<file path="config.mk">
export PLATFORM = sky130hd
export DESIGN_NAME = binhex_stream_decoder
export DESIGN_NICKNAME = d
export VERILOG_FILES = /design/src/sv/bhx_pkg.sv /design/src/sv/binhex_stream_decoder.sv
export SDC_FILE = /design/constraint.sdc
export NUM_CORES = 1
export LEC_CHECK = 0
export BUFFER_PORTS_ARGS = -buffer_cell sky130_fd_sc_hd__buf_4
export CELL_PAD_IN_SITES_DETAIL_PLACEMENT = 2
export CELL_PAD_IN_SITES_GLOBAL_PLACEMENT = 2
export CORE_MARGIN = 3
export CORE_UTILIZATION = 42
export CTS_BUF_LIST = sky130_fd_sc_hd__clkbuf_8
export CTS_CLUSTER_SIZE = 10
export DETAILED_ROUTE_END_ITERATION = 8
export GPL_TIMING_DRIVEN = 0
export PLACE_DENSITY = 0.86
export SKIP_CTS_REPAIR_TIMING = 1
export SLEW_MARGIN = 10
export SYNTH_ARGS = -nofsm -noshare
export SYNTH_HDL_FRONTEND = slang
export SYNTH_SLANG_ARGS = --single-unit
export TNS_END_PERCENT = 10
</file>
<file path="constraint.sdc">
create_clock -name clk -period 11 [get_ports clk]
set_clock_uncertainty 0.2 [all_clocks]
set_input_delay 2.75 -clock clk [delete_from_list [all_inputs] [get_ports clk]]
set_output_delay 2.75 -clock clk [all_outputs]
set_load 0.02 [all_outputs]
</file>
<file path="src/sv/bhx_pkg.sv">
`timescale 1ns / 1ps
// Shared types, constants and the alphabet lookup for the BinHex 4.0 stream decoder.
// Depends on nothing; used by binhex_stream_decoder and bhx_checker.
package bhx_pkg;

  localparam logic [7:0] ESCAPE_BYTE = 8'h90;
  localparam logic [7:0] END_CHAR    = 8'h3A;

  typedef enum logic [1:0] {
    ST_DATA    = 2'd0,
    ST_END     = 2'd1,
    ST_BAD_RUN = 2'd2
  } status_t;

  typedef struct packed {
    logic       hit;
    logic [5:0] code;
  } sym_t;

  typedef struct packed {
    logic [7:0] data;
    logic [7:0] count;
    status_t    status;
  } res_t;

  // The 64 symbols fall into nine runs of consecutive character codes, so each
  // run maps to its code by one constant offset.
  function automatic sym_t symbol_lookup(input logic [7:0] c);
    sym_t s;
    logic [7:0] d;
    s.hit = 1'b1;
    d = 8'h00;
    if (c >= 8'h21 && c <= 8'h2D) begin
      d = c - 8'h21;
    end else if (c >= 8'h30 && c <= 8'h36) begin
      d = c - 8'h23;
    end else if (c >= 8'h38 && c <= 8'h39) begin
      d = c - 8'h24;
    end else if (c >= 8'h40 && c <= 8'h4E) begin
      d = c - 8'h2A;
    end else if (c >= 8'h50 && c <= 8'h56) begin
      d = c - 8'h2B;
    end else if (c >= 8'h58 && c <= 8'h5B) begin
      d = c - 8'h2C;
    end else if (c >= 8'h60 && c <= 8'h66) begin
      d = c - 8'h30;
    end else if (c >= 8'h68 && c <= 8'h6D) begin
      d = c - 8'h31;
    end else if (c >= 8'h70 && c <= 8'h72) begin
      d = c - 8'h33;
    end else begin
      s.hit = 1'b0;
    end
    s.code = d[5:0];
    return s;
  endfunction

endpackage

</file>
<file path="src/sv/binhex_stream_decoder.sv">
`timescale 1ns / 1ps
// Top level of the BinHex 4.0 stream decoder: symbol map, 6-to-8 bit packing,
// 0x90 run expansion and a two-entry output stage. Depends on bhx_pkg.
//
//  Channel | Direction | Handshake           | Payload
//  in_     | input     | in_valid / in_stall | in_char_code[7:0], in_restart
//  out_    | output    | out_valid/out_stall | out_out_byte[7:0], out_repeat_count[7:0],
//          |           |                     | out_status[1:0]
//
// One character is taken every cycle while in_stall is low; its result, if any, is
// registered in the output register. A skid register behind it lets one more character
// in while a result waits under out_stall; in_stall rises only when both are full.
// rst_n is synchronous and clears all decoder state and both output valid flags.
module binhex_stream_decoder
  import bhx_pkg::*;
(
  input  logic       clk,
  input  logic       rst_n,
  input  logic       in_valid,
  output logic       in_stall,
  input  logic [7:0] in_char_code,
  input  logic       in_restart,
  output logic       out_valid,
  input  logic       out_stall,
  output logic [7:0] out_out_byte,
  output logic [7:0] out_repeat_count,
  output logic [1:0] out_status
);

  logic [1:0] phase_r, phase_nxt;
  logic [5:0] held_r, held_nxt;
  logic [7:0] last_r, last_nxt;
  logic       await_r, await_nxt;
  logic       stopped_r, stopped_nxt;

  logic       out_valid_r, skid_valid_r;
  res_t       out_res_r, skid_res_r;

  logic       in_xfer, out_xfer;
  logic       res_vld;
  res_t       res;
  sym_t       sym;
  logic [7:0] pack_byte;

  assign in_stall = skid_valid_r;
  assign in_xfer  = in_valid && !skid_valid_r;
  assign out_xfer = out_valid_r && !out_stall;
  assign sym      = symbol_lookup(in_char_code);

  always_comb begin
    case (phase_r)
      2'd1:    pack_byte = {held_r, sym.code[5:4]};
      2'd2:    pack_byte = {held_r[3:0], sym.code[5:2]};
      2'd3:    pack_byte = {held_r[1:0], sym.code};
      default: pack_byte = 8'h00;
    endcase
  end

  always_comb begin
    phase_nxt   = phase_r;
    held_nxt    = held_r;
    last_nxt    = last_r;
    await_nxt   = await_r;
    stopped_nxt = stopped_r;
    res_vld     = 1'b0;
    res.data    = 8'h00;
    res.count   = 8'h00;
    res.status  = ST_DATA;
    if (in_xfer) begin
      if (in_restart) begin
        phase_nxt   = 2'd0;
        held_nxt    = 6'd0;
        last_nxt    = 8'h00;
        await_nxt   = 1'b0;
        stopped_nxt = 1'b0;
      end else if (stopped_r) begin
        // Everything is ignored until the next restart.
      end else if (in_char_code == END_CHAR) begin
        stopped_nxt = 1'b1;
        res_vld     = 1'b1;
        res.status  = ST_END;
      end else if (sym.hit) begin
        held_nxt  = sym.code;
        phase_nxt = phase_r + 2'd1;
        if (phase_r != 2'd0) begin
          if (await_r) begin
            await_nxt = 1'b0;
            res_vld   = 1'b1;
            if (pack_byte == 8'h00) begin
              last_nxt  = ESCAPE_BYTE;
              res.data  = ESCAPE_BYTE;
              res.count = 8'd1;
            end else if (pack_byte == 8'h01) begin
              stopped_nxt = 1'b1;
              res.status  = ST_BAD_RUN;
            end else begin
              res.data  = last_r;
              res.count = pack_byte - 8'd1;
            end
          end else if (pack_byte == ESCAPE_BYTE) begin
            await_nxt = 1'b1;
          end else begin
            last_nxt  = pack_byte;
            res_vld   = 1'b1;
            res.data  = pack_byte;
            res.count = 8'd1;
          end
        end
      end
    end
  end

  always_ff @(posedge clk) begin
    if (!rst_n) begin
      phase_r      <= 2'd0;
      held_r       <= 6'd0;
      last_r       <= 8'h00;
      await_r      <= 1'b0;
      stopped_r    <= 1'b0;
      out_valid_r  <= 1'b0;
      skid_valid_r <= 1'b0;
    end else begin
      phase_r   <= phase_nxt;
      held_r    <= held_nxt;
      last_r    <= last_nxt;
      await_r   <= await_nxt;
      stopped_r <= stopped_nxt;
      if (skid_valid_r) begin
        // No input transfer can happen here, so only the drain matters.
        if (out_xfer) begin
          out_res_r    <= skid_res_r;
          skid_valid_r <= 1'b0;
        end
      end else if (!out_valid_r || out_xfer) begin
        out_valid_r <= res_vld;
        if (res_vld) begin
          out_res_r <= res;
        end
      end else if (res_vld) begin
        skid_res_r   <= res;
        skid_valid_r <= 1'b1;
      end
    end
  end

  assign out_valid        = out_valid_r;
  assign out_out_byte     = out_res_r.data;
  assign out_repeat_count = out_res_r.count;
  assign out_status       = out_res_r.status;

endmodule

</file>
==> summary.txt <==
Synth
  • Syn Inst Count: 508
  • Yosys reg bits: 56
  • Synth Flop Type: edfxtp_1
  • Synth area leader: edfxtp_1
  • Most instantiated cells after synthesis: 62 x nand2_1, 36 x edfxtp_1, 27 x nor2_1
  • Mapped Area: 4510 sq um
  • Most instantiated library cell after synthesis: nand2_1
  • Yosys cell types: 80
  • Synthesis Warnings: 0
  • EDFF count, synth: 36
  • Sequential share of the synthesized area: 32.9%
  • Ranking of synthesized cells by area: edfxtp_1 24%, dfxtp_1 8.9%, ha_1 6.9%
  • Async S/R FF share, synth: 0%
  • Mapped Nets: 546
  • Avg Inst Size Synth: 8.87 sq um
  • Yosys top cell area share: about a quarter

Clock network
  • Clk pin slew, worst setup/hold paths: roughly 0.11 ns
  • CTS tree: done
  • Worst-case clock buffer depth: 2
  • Cts bufs inserted: 5
  • Clock Latency Late Sink: 0.33 ns
  • H-tree depth: 2
  • Sink Count: 56
  • Clk root buf: clkbuf_8

Cells and area
  • FILL cells: 1185
  • # diodes: 0
  • Layout Nets: 586
  • Area growth syn-to-layout: 11.7%
  • Layout cell share with drive strength beyond 1: between 10% and 20%

STA
  • Final setup fails: 0
  • Final setup margin: ~2.6 ns
  • Fin crit share: 75.9%
  • Max Fclk: approximately 120 MHz
  • Rel. slew slack: between 10 and 15%
  • Setup TNS: 0 ns
  • Final max-slew violation count: 0
  • Final Hold Viols: 0
  • Fin crit period: 8.35 ns
  • Worst Max-Slew Pin Slew: about 1.3 ns
  • RSZ-0062 raised after global routing: no

Die
  • Rows: 37
  • Die height: 110 um
  • Starting Density: 43.5%
  • Die area: ~12000 sq um
  • Core area: approximately 10000 sq um
  • Die X: 110 um
  • Ports: 33

Global route
  • Vias in the first global route: 4770
  • First-pass GRT wire length: 27600 um
  • Tot GR Track Use: 30.1%
  • Largest net degree at the start of global routing: 19
  • Total gr overflow: 0
  • Initial antenna violation count: 0

Placed design
  • Final GP Congestion: 0.939
  • Final HPWL DP: 13100 um
  • Dpl ws: 2.45 ns
  • Port Buf Inserts: 31

Setup path
  • Crit path launch type: input pin
  • Worst Path Arrival: 8.31 ns
  • WS Path Type: in2reg
  • Worst setup EP type: flop
  • Reg2reg setup slack: 6.85 ns
  • Critical path data required time: 10.96 ns
  • Critical path fanouts, max: 10

Drt
  • DRC Markers: 0
  • ANT nets after route: 0
  • Vias: roughly 4400
  • Routed WL: 17500 um
  • Wire per inst: 25.5 um
  • TritonRoute pass-1 iters: 5
  • DR vias/cell: 6.45
  • 1st-iter DRT viols: 285

Power and ir drop
  • Sw power: ~150 uW
  • Clock power share: 27.0%
  • PwrDens: 89.7 nW/um^2
  • Switching share of power: between 30% and 40%
  • Internal power contribution: 305 uW
  • VDD IR max: about 56 uV
  • Comb power frac: 23.3%
  • Leakage: 1.97 nW
  • Register share of total power: just under 50%

Hold path
  • Worst Hold Class: reg2reg

Outcome
  • Outcome: completed

Run
  • Max Cap Viol: 0
sequential cells by signal, indices dropped and copies added, names as in the netlist:
signal and cells:
stopped_r 1, out_repeat_count 8, last_r 8, out_valid 1, phase_r 2, await_r 1, out_out_byte 8, held_r 6
in_stall 1, out_status 2, skid_res_r 18
power groups by stage:
| stage | logic (mW) | registers [mW] | clock network (mW) |
|---|---|---|---|
| after floorplan | 0.0674 | 0.230 | 0 |
| after global placement | 0.0981 | 0.229 | 0 |
| after detailed placement | 0.102 | 0.229 | 0 |
| after CTS | 0.103 | 0.225 | 0.124 |
| after global routing | 0.114 | 0.225 | 0.131 |
| final | 0.105 | 0.224 | 0.122 |
cells by family (layout without fill, tap and decap cells):
kind of cell | Yosys count | in the layout | synth area share, %
simple gates | 196 | 196 | 23.5
buf+inv | 46 | 87 | 4.83
flops | 56 | 56 | 32.9
xor+xnor | 12 | 12 | 2.33
compound gates | 162 | 162 | 27.1
mux | 11 | 11 | 2.47
fa+ha+maj | 25 | 25 | 6.94
placed cells by master (no fill, tap or decap), types with 9 or more instances in the layout:
| cell | instances |
|---|---|
| xnor2_1 | 11 |
| mux2i_1 | 10 |
| buf_2 | 9 |
| and2_1 | 17 |
| o21ai_0 | 22 |
| clkbuf_1 | 16 |
| a21o_1 | 17 |
| a21boi_0 | 10 |
| nand2_1 | 62 |
| dfxtp_1 | 20 |
| ha_1 | 25 |
| edfxtp_1 | 36 |
| buf_4 | 32 |
| nor3_1 | 14 |
| a21oi_1 | 17 |
| inv_1 | 16 |
| nor2_1 | 26 |
| nand3_1 | 18 |
layer usage:
metal,vias up,global-route usage [%],share of wire [%]
met4,0,10.4,2.5
li1,2009,-,-
met2,118,55.0,52
met5,-,0,0
met3,28,2.88,3.4
met1,2263,36.6,42
final cells by class:
class	instances	area (sq um)	area share, %
well taps	136	170	3.38
inverters	16	60.1	1.19
clock buffers	5	68.8	1.37
multi-input cells	406	2820	55.9
repair buffers	33	259	5.14
clock inverters	3	22.5	0.447
flip-flops and latches	56	1480	29.4
plain buffers	30	158	3.13
worst paths after layout:
path,start,end,cells after the start
worst min-delay path,last_r[5],last_r[5],2
worst max-delay path,in_char_code[1],out_repeat_count[5],22
worst min register to register,last_r[5],last_r[5],2
worst max register to register,phase_r[0],out_repeat_count[3],13
through the flow:
stage	area, sq um	hold WS (ns)	power (mW)	std cells	util [%]
finish	5030	0.299	0.452	685	48.6
global route	5030	0.312	0.469	685	48.6
CTS	5030	0.296	0.452	685	48.6
detailed placement	4940	0.270	0.332	677	47.7
global placement	4910	0.242	0.327	675	47.4
floorplan	4510	0.234	0.297	508	-
critical path: stages:
cell      delay [ns]
buf_4           0.14
clkbuf_1        0.21
inv_1           0.28
ha_1            0.21
buf_2           0.25
nor3b_1         0.09
nor4bb_1        0.69
and2_1          0.23
clkbuf_1        0.38
a211oi_1        0.09
a211oi_1        0.48
nor2_1          0.20
a21o_1          0.26
nor2_1          0.24
inv_1           0.22
ha_1            0.28
nor2_1          0.11
nor2_1          0.06
a31oi_1         0.35
buf_2           0.30
o21ai_0         0.23
a22oi_1         0.24
Note: power is estimated with default switching activity, not from simulation.
